[src/sv/kppa_pkg.sv]
package kppa_pkg;

  localparam int POOL_SLOTS = 8;
  localparam int MAX_UNITS  = 256;
  localparam int PAGE_CAP   = 256;

  localparam int SLOT_W = 3;
  localparam int PAGE_W = 8;
  localparam int SIZE_W = 9;
  localparam int FMT_W  = 16;
  localparam int BASE_W = 8;
  localparam int CNT_W  = $clog2(PAGE_CAP + 1);
  localparam int DVD_W  = $clog2(MAX_UNITS + 1);
  localparam int DCNT_W = $clog2(DVD_W + 1);
  localparam int ADDR_W = SLOT_W + PAGE_W;

  localparam logic KIND_ALLOC = 1'b0;
  localparam logic KIND_FREE  = 1'b1;

  typedef enum logic [1:0] {
    ST_OK       = 2'd0,
    ST_NO_SLOT  = 2'd1,
    ST_BAD_SIZE = 2'd2,
    ST_BAD_FREE = 2'd3
  } status_t;

  typedef enum logic [2:0] {
    S_IDLE,
    S_CHECK,
    S_DIV,
    S_OPEN,
    S_POP,
    S_READ
  } state_t;

  typedef struct packed {
    logic    latch;
    logic    pick;
    logic    push;
    logic    div_start;
    logic    open;
    logic    pop;
    logic    load;
    logic    grant;
    status_t res_status;
  } cmd_t;

  typedef struct packed {
    logic is_free;
    logic size_bad;
    logic match_found;
    logic slot_found;
    logic free_ok;
    logic div_done;
  } stat_t;

endpackage

[src/sv/kppa_ctrl.sv]
module kppa_ctrl (
  input  logic            clk,
  input  logic            rst,
  input  logic            start,
  output logic            busy,
  output logic            done,
  output kppa_pkg::cmd_t  cmd,
  input  kppa_pkg::stat_t stat
);
  import kppa_pkg::*;

  state_t state, state_next;

  always_ff @(posedge clk) begin
    if (rst) begin
      state <= S_IDLE;
      done  <= 1'b0;
    end else begin
      state <= state_next;
      done  <= cmd.load;
    end
  end

  always_comb begin
    state_next = state;
    unique case (state)
      S_IDLE:  if (start) state_next = S_CHECK;
      S_CHECK: begin
        if (stat.is_free || stat.size_bad) begin
          state_next = S_IDLE;
        end else if (stat.match_found) begin
          state_next = S_POP;
        end else if (!stat.slot_found) begin
          state_next = S_IDLE;
        end else begin
          state_next = S_DIV;
        end
      end
      S_DIV:   if (stat.div_done) state_next = S_OPEN;
      S_OPEN:  state_next = S_POP;
      S_POP:   state_next = S_READ;
      S_READ:  state_next = S_IDLE;
      default: state_next = S_IDLE;
    endcase
  end

  always_comb begin
    cmd            = '0;
    cmd.res_status = ST_OK;
    unique case (state)
      S_IDLE:  cmd.latch = start;
      S_CHECK: begin
        cmd.pick = 1'b1;
        if (stat.is_free) begin
          cmd.load = 1'b1;
          if (stat.free_ok) begin
            cmd.push = 1'b1;
          end else begin
            cmd.res_status = ST_BAD_FREE;
          end
        end else if (stat.size_bad) begin
          cmd.load       = 1'b1;
          cmd.res_status = ST_BAD_SIZE;
        end else if (stat.match_found) begin
          cmd.load = 1'b0;
        end else if (!stat.slot_found) begin
          cmd.load       = 1'b1;
          cmd.res_status = ST_NO_SLOT;
        end else begin
          cmd.div_start = 1'b1;
        end
      end
      S_DIV:   cmd.pick = 1'b0;
      S_OPEN:  cmd.open = 1'b1;
      S_POP:   cmd.pop = 1'b1;
      S_READ: begin
        cmd.load  = 1'b1;
        cmd.grant = 1'b1;
      end
      default: cmd.pick = 1'b0;
    endcase
  end

  assign busy = state != S_IDLE;

endmodule

[config.mk]
export PLATFORM = sky130hd
export DESIGN_NAME = kppa_ctrl
export DESIGN_NICKNAME = d
export VERILOG_FILES = /design/src/sv/kppa_pkg.sv /design/src/sv/kppa_ctrl.sv
export SDC_FILE = /design/constraint.sdc
export NUM_CORES = 1
export LEC_CHECK = 0
export ABC_AREA = 1
export BUFFER_PORTS_ARGS = -buffer_cell sky130_fd_sc_hd__buf_4
export CAP_MARGIN = 30
export CORE_AREA = 2 2 39 41
export DETAILED_ROUTE_END_ITERATION = 12
export DIE_AREA = 0 0 41 43
export MAX_ROUTING_LAYER = met4
export RECOVER_POWER = 100
export SYNTH_ARGS = -nofsm -noshare
export SYNTH_HDL_FRONTEND = slang
export SYNTH_SLANG_ARGS = --single-unit
[constraint.sdc]
create_clock -name clk -period 1.15 [get_ports clk]
set_clock_uncertainty 0.1 [all_clocks]
set_input_delay 0.1725 -clock clk [delete_from_list [all_inputs] [get_ports clk]]
set_output_delay 0.1725 -clock clk [all_outputs]
set_load 0.05 [all_outputs]
==> run_results.csv, run 1 <==
group,metric,value,unit
floorplanning,dieHeight,43,µm
global_routing,grt_start_max_net_pins,5,
synthesis,syn_area,314.1,µm²
critical_path,endpoint_kind,"primary output",
clock_tree,clockBufferDepth,2,
synthesis,yosys.area_share.xor_xnor,0,%
clock_tree,cts.sinks,4,
clock_tree,h-tree-depth,1,
timing,worst_slack,-0.2993,ns
timing,slew_headroom,81.72,%
critical_path,r2r_start,"state[1]$_SDFFE_PP0P_",
clock_tree,root_buffer,"clkbuf_4",
hold_path,whs_path_depth,2,
route,ant_nets,0,
critical_path,path_max_fanout,3,
cells_and_area,layout.nets,97,
hold_path,hp-start,"rst",
floorplanning,initial_core_util,22.69,%
route,viasPerCell,4.194,
synthesis,yosys-top-cells-count,"11 x nand2_1, 10 x nor2_1, 9 x inv_1",
cells_and_area,fin_util,52.98,%
synthesis,synth.area.top_cells,"dfxtp_1 25%, nand2_1 13%, nor2_1 12%",
route,via_count,432,
floorplanning,core,1384,µm²
global_routing,grt_pass1_vias,420,
synthesis,synth-compound-area-share,13.55,%
timing,holdWs,0.01157,ns
synthesis,ys_ff_latch,4,
synthesis,synth_area_leader_cell,"dfxtp_1",
floorplanning,row_count,14,
synthesis,synth_simple_gate_area_share,47.81,%
critical_path,r2r_cells,6,
floorplanning,die_w,41,µm
global_routing,grt_overflow,0,
placement,dpl.hpwl,743.8,µm
clock_tree,cts-buffers-inserted,3,
cells_and_area,design_area,733.2,µm²
route,drc,0,
cells_and_area,fill_cells,137,
placement,dpl_cell_area,633.1,µm²
synthesis,yosys.area_share.adder,0,%
hold_path,min_path_type,"primary input to register",
critical_path,critical_path_class,"register to primary output",
global_routing,grt_usage,14.18,%
synthesis,synth_edf_count,0,
synthesis,synth_top_flop_cell,"dfxtp_1",
clock_tree,holdBufCountCts,0,
synthesis,synthMuxAreaShare,0,%
critical_path,r2r-end,"state[2]$_SDFFE_PP0P_",
critical_path,cp.required,0.88,ns
route,drt-initial-drc-count,3,
critical_path,crit_arrival,1.18,ns
synthesis,synth.top_cell.area_share,25.50,%
placement,io_buffers,20,
placement,routabilityCongestion,0.6880,
synthesis,yosysSeqAreaShare,25.50,%
pwr,vdd_drop_max,0.3180,mV
cells_and_area,regArea,86.33,µm²
floorplanning,ios,21,
critical_path,rrSetupSlack,0.04,ns
cells_and_area,drive_gt1_share,65.52,%
pwr,leakagePower,0.3505,nW
synthesis,synthMostInstantiatedCell,"nand2_1",
global_routing,antenna_found_initial,0,
pwr,power.total,0.6785,mW
timing,finalMaxSlewViolations,0,
cells_and_area,n_antenna_cell,0,
outcome,status,"finished with violations",
timing,fin_crit_sh,126.0,%
synthesis,syn_inst,54,
timing,setup_viol,11,
global_routing,grt_pass1_wl,1669,µm
pwr,power_density,925.5,nW/µm²
clock_tree,tritoncts,"done",
clock_tree,clk_latency,0.25,ns
synthesis,yosys_warnings,0,
synthesis,avgSynthCellArea,5.816,µm²
synthesis,ys_types,13,
route,drtPass1Iterations,2,
synthesis,synth_top_family_by_area,"simple AND/OR/NAND/NOR gates",
timing,tightest_slew,0.2753,ns
floorplanning,dieArea,1763,µm²
flow_run,cap_violations,0,
critical_path,start_kind,"register",
cells_and_area,area_delta_synth_final,133.5,%
route,avgRoutedWirePerCell,9.709,µm
timing,final_hold_viol_count,0,
route,wl,1000,µm
timing,rsz0062_at_grt,"true",
synthesis,syn_nets,63,
cells_and_area,multiInputGateArea,281.5,µm²
outcome,violations,"setup timing",
timing,finalCriticalPeriod,1.449,ns
synthesis,ys_async_sr_fraction,0,%
hold_path,min_to,"state[1]$_SDFFE_PP0P_",
timing,fmax,0.6900,GHz
clock_tree,path_clk_slew,0.05,ns
==> worst max-delay path by stage <==
stage	startpoint	slack, ns	to	cells after the start
final	state[1]$_SDFFE_PP0P_	-0.30	cmd[0]	6
after global placement	state[2]$_SDFFE_PP0P_	-0.11	cmd[0]	4
after detailed placement	state[1]$_SDFFE_PP0P_	-0.11	cmd[0]	6
after global routing	state[1]$_SDFFE_PP0P_	-0.34	cmd[0]	6
after CTS	state[1]$_SDFFE_PP0P_	-0.29	cmd[0]	6
after floorplan	state[1]$_SDFFE_PP0P_	-0.25	cmd[6]	5
==> flip-flops by register name, indices dropped and copies added, names as in the netlist <==
name / flops
state: 3
done: 1
==> layout by cell type, fill, tap and decap left out <==
cell	instances
clkbuf_2	2
inv_2	1
o21ai_0	2
dfxtp_1	1
inv_1	6
a21oi_4	1
clkbuf_4	3
nor2_2	1
buf_4	17
dfxtp_4	1
clkinvlp_4	2
nand2_1	8
inv_4	2
buf_6	6
clkbuf_1	1
buf_8	4
a21oi_2	1
nand3_1	3
nand2_4	4
dfxtp_2	2
nor2_1	6
nor2_4	4
nor3_4	3
nand2_2	3
a21oi_1	3
==> metrics by stage <==
stage / cells / TNS [ns] / worst slack (ns)
3_3_place_gp: 99 / -0.3528 / -0.1118
5_1_grt: 103 / -3.194 / -0.3391
2_1_floorplan: 54 / -1.151 / -0.2524
4_1_cts: 104 / -2.576 / -0.2937
3_5_place_dp: 99 / -0.3294 / -0.1143
6_report: 103 / -2.715 / -0.2993
==> power breakdown <==
group / switching (mW) / internal (mW) / leakage, nW
sequential: 0.0105 / 0.147 / 0.0343
combinational: 0.190 / 0.121 / 0.301
clock: 0.0788 / 0.132 / 0.0150
total: 0.279 / 0.399 / 0.350
==> cell families (layout without fill, tap and decap cells) <==
group                  Yosys count  after routing
DFF                              4              4
AOI/OAI and AO/OA                7              7
buffers and inverters           11             44
and+or+nand+nor                 32             32
==> routing by layer <==
metal	vias up	track usage [%]	share of wire, %
met5	-	-	0
met4	0	8.000	1.6
met3	2	1.571	7.1
met2	15	22.19	52
met1	182	16.67	39
li1	233	-	-
==> final cells by class <==
| cell class | instances | share of cell area (%) |
|---|---|---|
| clock buffer | 4 | 3.584 |
| sequential | 4 | 11.77 |
| multi-input combinational | 39 | 38.40 |
| timing repair buffer | 29 | 36.18 |
| inverter | 11 | 7.338 |
| tap | 16 | 2.730 |
==> critical path, stage by stage (launching register included) <==
cell and delay, ns:
dfxtp_2 0.33, inv_2 0.08, nand2_4 0.06, inv_4 0.07
nand2_4 0.08, nor3_4 0.12, buf_6 0.18
==> repair_timing <==
action,in CTS,in global routing
buffers inserted,1,0
pin swaps,3,3
setup endpoints to repair,12,12
resized for setup,18,4
hold endpoints to repair,0,0
gates cloned,0,0
Power figures use the tool's default switching activity.
==> run 2: changes to the inputs <==
Settings changed: CELL_PAD_IN_SITES_DETAIL_PLACEMENT set to 0, CELL_PAD_IN_SITES_GLOBAL_PLACEMENT set to 1, CORE_AREA 2 2 39 41 to not set, CORE_MARGIN set to 2, CORE_UTILIZATION set to 23, DIE_AREA 0 0 41 43 to not set, PLACE_DENSITY_LB_ADDON set to 0.1, TNS_END_PERCENT set to 10.
==> run_results.csv, run 2 (same netlist as run 1, synthesis figures left out) <==
group,metric,value,unit
pwr,power_frac_seq,23.7,%
clock_tree,tritoncts,"done",
global_routing,grt_pass1_wl,1414,µm
cells_and_area,reg_top3,"state: 3 flops, done: 1 flops",
floorplanning,dieArea,1677,µm²
critical_path,path_max_fanout,4,
timing,tns,-2.426,ns
critical_path,slowest_delay,0.34,ns
hold_path,min_to,"state[1]$_SDFFE_PP0P_",
cells_and_area,drive_gt1_share,61.36,%
cells_and_area,largest_reg_flops,3,
timing,worst_slack,-0.2667,ns
outcome,status,"finished with violations",
critical_path,cp.required,0.88,ns
clock_tree,cts-buffers-inserted,3,
route,drc,0,
flow_run,cap_violations,0,
route,via_count,425,
clock_tree,h-tree-depth,1,
critical_path,cpMostUsedCell,"nand2_4",
cells_and_area,fill_cells,127,
clock_tree,cts.sinks,4,
critical_path,r2r_cells,5,
placement,dpl.hpwl,770.3,µm
cells_and_area,n_antenna_cell,0,
cells_and_area,final-instance-count-excl-fill,103,
timing,fmax,0.7059,GHz
pwr,power_density,924.1,nW/µm²
pwr,clock_power_share,28.3,%
cells_and_area,final_cell_mix,"19 x buf_4, 9 x nand2_1, 8 x nor2_1, 7 x buf_6, 6 x inv_1",
critical_path,slowest_stage,"dfxtp_2",
route,avgRoutedWirePerCell,8.563,µm
critical_path,start_kind,"register",
hold_path,min_path_type,"primary input to register",
cells_and_area,mostFrequentLayoutCell,"buf_4",
timing,finalMaxSlewViolations,0,
hold_path,hp-start,"rst",
pwr,p_sw_share,38.28,%
critical_path,crit_arrival,1.14,ns
critical_path,path_cells,"inv_2, nand2_4, inv_4, buf_6, nand2_4, nand2_2, buf_8",
pwr,switchingPower,0.2479,mW
global_routing,grt_start_max_net_pins,6,
clock_tree,cts_setup_buffers,0,
route,wl,882,µm
timing,slew_headroom,81.52,%
cells_and_area,layout.nets,98,
timing,rsz0062_at_grt,"true",
pwr,vdd_drop_max,0.4019,mV
global_routing,grt_pass1_vias,383,
pwr,leakagePower,0.3609,nW
critical_path,cp_top_family,"buffers and inverters",
critical_path,critical_path_class,"register to primary output",
critical_path,r2r-end,"state[0]$_SDFFE_PP0P_",
route,viasPerCell,4.126,
route,drtPass1Iterations,4,
pwr,p_int,0.3996,mW
global_routing,grt_overflow,0,
floorplanning,ios,21,
cells_and_area,area_delta_synth_final,123.1,%
pwr,combPwrFrac,48.0,%
route,drt-initial-drc-count,4,
clock_tree,holdBufCountCts,0,
global_routing,antenna_found_initial,0,
timing,fin_crit_sh,123.2,%
outcome,violations,"setup timing",
critical_path,crit_buf_inv,4,
timing,tightest_slew,0.2783,ns
placement,place_inst,99,
hold_path,whs_path_depth,2,
route,ant_nets,0,
floorplanning,dieHeight,40.95,µm
clock_tree,root_buffer,"clkbuf_4",
critical_path,endpoint_kind,"primary output",
floorplanning,core,1285,µm²
clock_tree,clk_latency,0.23,ns
placement,io_buffers,20,
global_routing,grt_usage,13.05,%
timing,finalCriticalPeriod,1.417,ns
timing,setup_viol,11,
clock_tree,path_clk_slew,0.04,ns
clock_tree,clockBufferDepth,2,
cells_and_area,top_register,"state",
floorplanning,row_count,13,
critical_path,r2r_start,"state[0]$_SDFFE_PP0P_",
timing,final_hold_viol_count,0,
placement,routabilityCongestion,0.6638,
floorplanning,die_w,40.95,µm
floorplanning,initial_core_util,24.44,%
critical_path,rrSetupSlack,0.09,ns
-- run 2: changes by cell type in the layout (fill, tap and decap cells not counted), sizes merged --
| cell | before | now |
|---|---|---|
| buf | 27 | 29 |
| clkbuf | 6 | 5 |
| clkinvlp | 2 | 1 |
| inv | 9 | 10 |
-- run 2: routing by layer --
layer	part of all wire (%)	up-vias	GRT usage (%)
li1	-	234	-
met1	39	185	14.05
met2	60	6	23.83
met3	1.5	0	1.630
met4	0	0	5.000
met5	0	-	-
-- run 2: how the worst max path moves through the flow --
| stage | cells past startpoint | slack, ns | from | end |
|---|---|---|---|---|
| 3_5_place_dp | 6 | -0.12 | state[1]$_SDFFE_PP0P_ | cmd[0] |
| 4_1_cts | 6 | -0.27 | state[1]$_SDFFE_PP0P_ | cmd[0] |
| 3_3_place_gp | 6 | -0.10 | state[1]$_SDFFE_PP0P_ | cmd[0] |
| 5_1_grt | 6 | -0.33 | state[1]$_SDFFE_PP0P_ | cmd[1] |
| 2_1_floorplan | 5 | -0.25 | state[1]$_SDFFE_PP0P_ | cmd[6] |
| 6_report | 7 | -0.27 | state[1]$_SDFFE_PP0P_ | cmd[3] |
-- run 2: final cells by class --
cell class	count	area (µm²)	area share (%)
Timing Repair Buffer	30	271.5	38.75
Multi-Input combinational cell	39	251.5	35.89
Sequential cell	4	85.08	12.14
Inverter	11	47.55	6.786
Clock buffer	4	26.28	3.750
Tap cell	15	18.77	2.679
-- run 2: power groups by stage --
stage | sequential (mW) | clock, mW | combinational, mW
6_report | 0.154 | 0.183 | 0.310
5_1_grt | 0.154 | 0.210 | 0.331
4_1_cts | 0.153 | 0.192 | 0.315
3_5_place_dp | 0.154 | 0 | 0.281
3_3_place_gp | 0.154 | 0 | 0.281
2_1_floorplan | 0.168 | 0 | 0.165
-- run 2: worst register-to-register path: stages, from the launching register on --
cell     delay [ns]
dfxtp_4        0.35
buf_4          0.15
nor2_1         0.15
nand3_1        0.08
nand3_1        0.08
nor2_1         0.04
-- run 2: repair_timing --
action / 4_1_cts / 5_1_grt
resized for setup: 19 / 0
pin swaps: 4 / 0
setup endpoints to repair: 11 / 11
-- run 2: stage by stage --
| step | cell area (µm²) | util [%] | setup slack [ns] | hold WS (ns) | total power [mW] |
|---|---|---|---|---|---|
| 2_1_floorplan | 364.1 | - | -0.2527 | 0.1276 | 0.3321 |
| 3_3_place_gp | 608.1 | 47.32 | -0.1007 | 0.2675 | 0.4347 |
| 3_5_place_dp | 608.1 | 47.32 | -0.1210 | 0.2621 | 0.4352 |
| 4_1_cts | 703.2 | 54.72 | -0.2703 | 0.01445 | 0.6596 |
| 5_1_grt | 700.7 | 54.53 | -0.3281 | 0.01256 | 0.6957 |
| 6_report | 700.7 | 54.53 | -0.2667 | 0.01902 | 0.6475 |
==> run 3: changes to the inputs <==
Settings changed: PLACE_DENSITY set to 0.83, PLACE_DENSITY_LB_ADDON 0.1 to not set.
==> run_results.csv, run 3 (same netlist as run 1, synthesis figures left out) <==
group,metric,value,unit
timing,tns,-2.527,ns
cells_and_area,mostFrequentLayoutCell,"buf_4",
critical_path,start_kind,"register",
clock_tree,tritoncts,"done",
global_routing,grt_overflow,0,
global_routing,grt_start_max_net_pins,6,
timing,setup_viol,13,
clock_tree,path_clk_slew,0.05,ns
timing,worst_slack,-0.2737,ns
cells_and_area,largest_reg_flops,3,
floorplanning,row_count,13,
cells_and_area,top_register,"state",
placement,io_buffers,20,
timing,slew_headroom,83.69,%
floorplanning,dieHeight,40.95,µm
clock_tree,cts.sinks,4,
placement,routabilityCongestion,0.7053,
timing,rsz0062_at_grt,"true",
critical_path,r2r_start,"state[1]$_SDFFE_PP0P_",
clock_tree,root_buffer,"clkbuf_4",
cells_and_area,final-instance-count-excl-fill,105,
hold_path,min_path_type,"primary input to register",
critical_path,endpoint_kind,"primary output",
route,viasPerCell,4.343,
critical_path,cp.required,0.88,ns
outcome,violations,"setup timing",
cells_and_area,area_delta_synth_final,135.5,%
floorplanning,initial_core_util,24.44,%
critical_path,crit_path_start,"state[1]$_SDFFE_PP0P_",
floorplanning,ios,21,
timing,finalMaxSlewViolations,0,
placement,place_inst,98,
critical_path,crit_arrival,1.15,ns
clock_tree,h-tree-depth,1,
global_routing,grt_usage,14.67,%
clock_tree,clockBufferDepth,2,
route,wl,1020,µm
global_routing,grt_pass1_wl,1552,µm
cells_and_area,fill_cells,125,
route,drtPass1Iterations,4,
floorplanning,dieArea,1677,µm²
placement,dpl.hpwl,763,µm
route,ant_nets,0,
pwr,vdd_drop_max,0.3876,mV
clock_tree,cts-buffers-inserted,3,
cells_and_area,layout.nets,100,
timing,finalCriticalPeriod,1.424,ns
pwr,leakagePower,0.3723,nW
clock_tree,clk_latency,0.25,ns
outcome,status,"finished with violations",
timing,tightest_slew,0.2447,ns
route,via_count,456,
timing,final_hold_viol_count,0,
critical_path,path_max_fanout,3,
cells_and_area,fin_util,57.55,%
cells_and_area,drive_gt1_share,65.56,%
cells_and_area,n_antenna_cell,0,
route,avgRoutedWirePerCell,9.714,µm
route,drt-initial-drc-count,3,
critical_path,rrSetupSlack,-0.03,ns
cells_and_area,multiInputGateArea,256.5,µm²
floorplanning,core,1285,µm²
pwr,power_density,928.3,nW/µm²
critical_path,r2r-end,"state[0]$_SDFFE_PP0P_",
timing,fin_crit_sh,123.8,%
flow_run,cap_violations,0,
critical_path,cp-endpoint,"cmd[1]",
global_routing,grt_pass1_vias,427,
cells_and_area,regArea,86.33,µm²
route,drc,0,
critical_path,r2r_cells,7,
floorplanning,die_w,40.95,µm
global_routing,antenna_found_initial,0,
cells_and_area,reg_top3,"state: 3 flops, done: 1 flops",
critical_path,critical_path_class,"register to primary output",
timing,fmax,0.7024,GHz
cells_and_area,final_cell_mix,"18 x buf_4, 11 x buf_6, 9 x nand2_1, 6 x inv_1, 6 x nor2_1",
-- run 3: cell types whose count changed in the layout (fill, tap and decap cells not counted), sizes merged --
cell    before  now
buf         29   32
clkbuf       5    4
-- run 3: worst min path at each step --
stage / from / end / slack (ns) / cells past startpoint
CTS: rst / state[1]$_SDFFE_PP0P_ / 0.007 / 2
finish: rst / state[1]$_SDFFE_PP0P_ / 0.009 / 2
global route: rst / state[1]$_SDFFE_PP0P_ / 0.009 / 2
detailed placement: rst / state[1]$_SDFFE_PP0P_ / 0.26 / 2
global placement: rst / state[1]$_SDFFE_PP0P_ / 0.27 / 2
floorplan: rst / state[1]$_SDFFE_PP0P_ / 0.13 / 1
-- run 3: per-layer routing --
layer / track usage [%] / wire length (µm) / vias up
li1: - / - / 237
met1: 14.38 / 356 / 196
met2: 26.56 / 558 / 21
met3: 3.261 / 88 / 2
met4: 7.500 / 16 / 0
met5: - / 0 / -
-- run 3: through the flow --
step | setup slack, ns | power, mW | area (µm²) | hold slack [ns]
finish | -0.2737 | 0.6864 | 739.5 | 0.008526
detailed placement | -0.1146 | 0.4299 | 600.6 | 0.2632
CTS | -0.2808 | 0.6707 | 700.7 | 0.006885
floorplan | -0.2527 | 0.3321 | 364.1 | 0.1276
global route | -0.3205 | 0.7185 | 739.5 | 0.009292
global placement | -0.08961 | 0.4285 | 600.6 | 0.2663
-- run 3: power breakdown --
| group | internal [mW] | switching (mW) |
|---|---|---|
| sequential | 0.147 | 0.00886 |
| clock | 0.131 | 0.0760 |
| combinational | 0.133 | 0.190 |
-- run 3: final cells by class --
cell class	count	area share (%)
inverters	11	6.430
clock buffers	4	3.553
multi-input cells	39	34.69
well taps	15	2.538
repair buffers	32	41.12
flip-flops and latches	4	11.68
-- run 3: worst max-delay path, cell delays in order (launching register included) --
cell and delay, ns:
dfxtp_2 0.33, inv_2 0.07, nand2_4 0.06, inv_4 0.07, nand2_4 0.07, nor3_4 0.12, buf_6 0.18
-- run 3: what timing repair did --
| action | 4_1_cts | 5_1_grt |
|---|---|---|
| hold buffers | 0 | 0 |
| gates resized for setup | 18 | 8 |
| setup buffers | 1 | 2 |
| setup endpoints to repair | 11 | 12 |
| pin swaps | 3 | 2 |
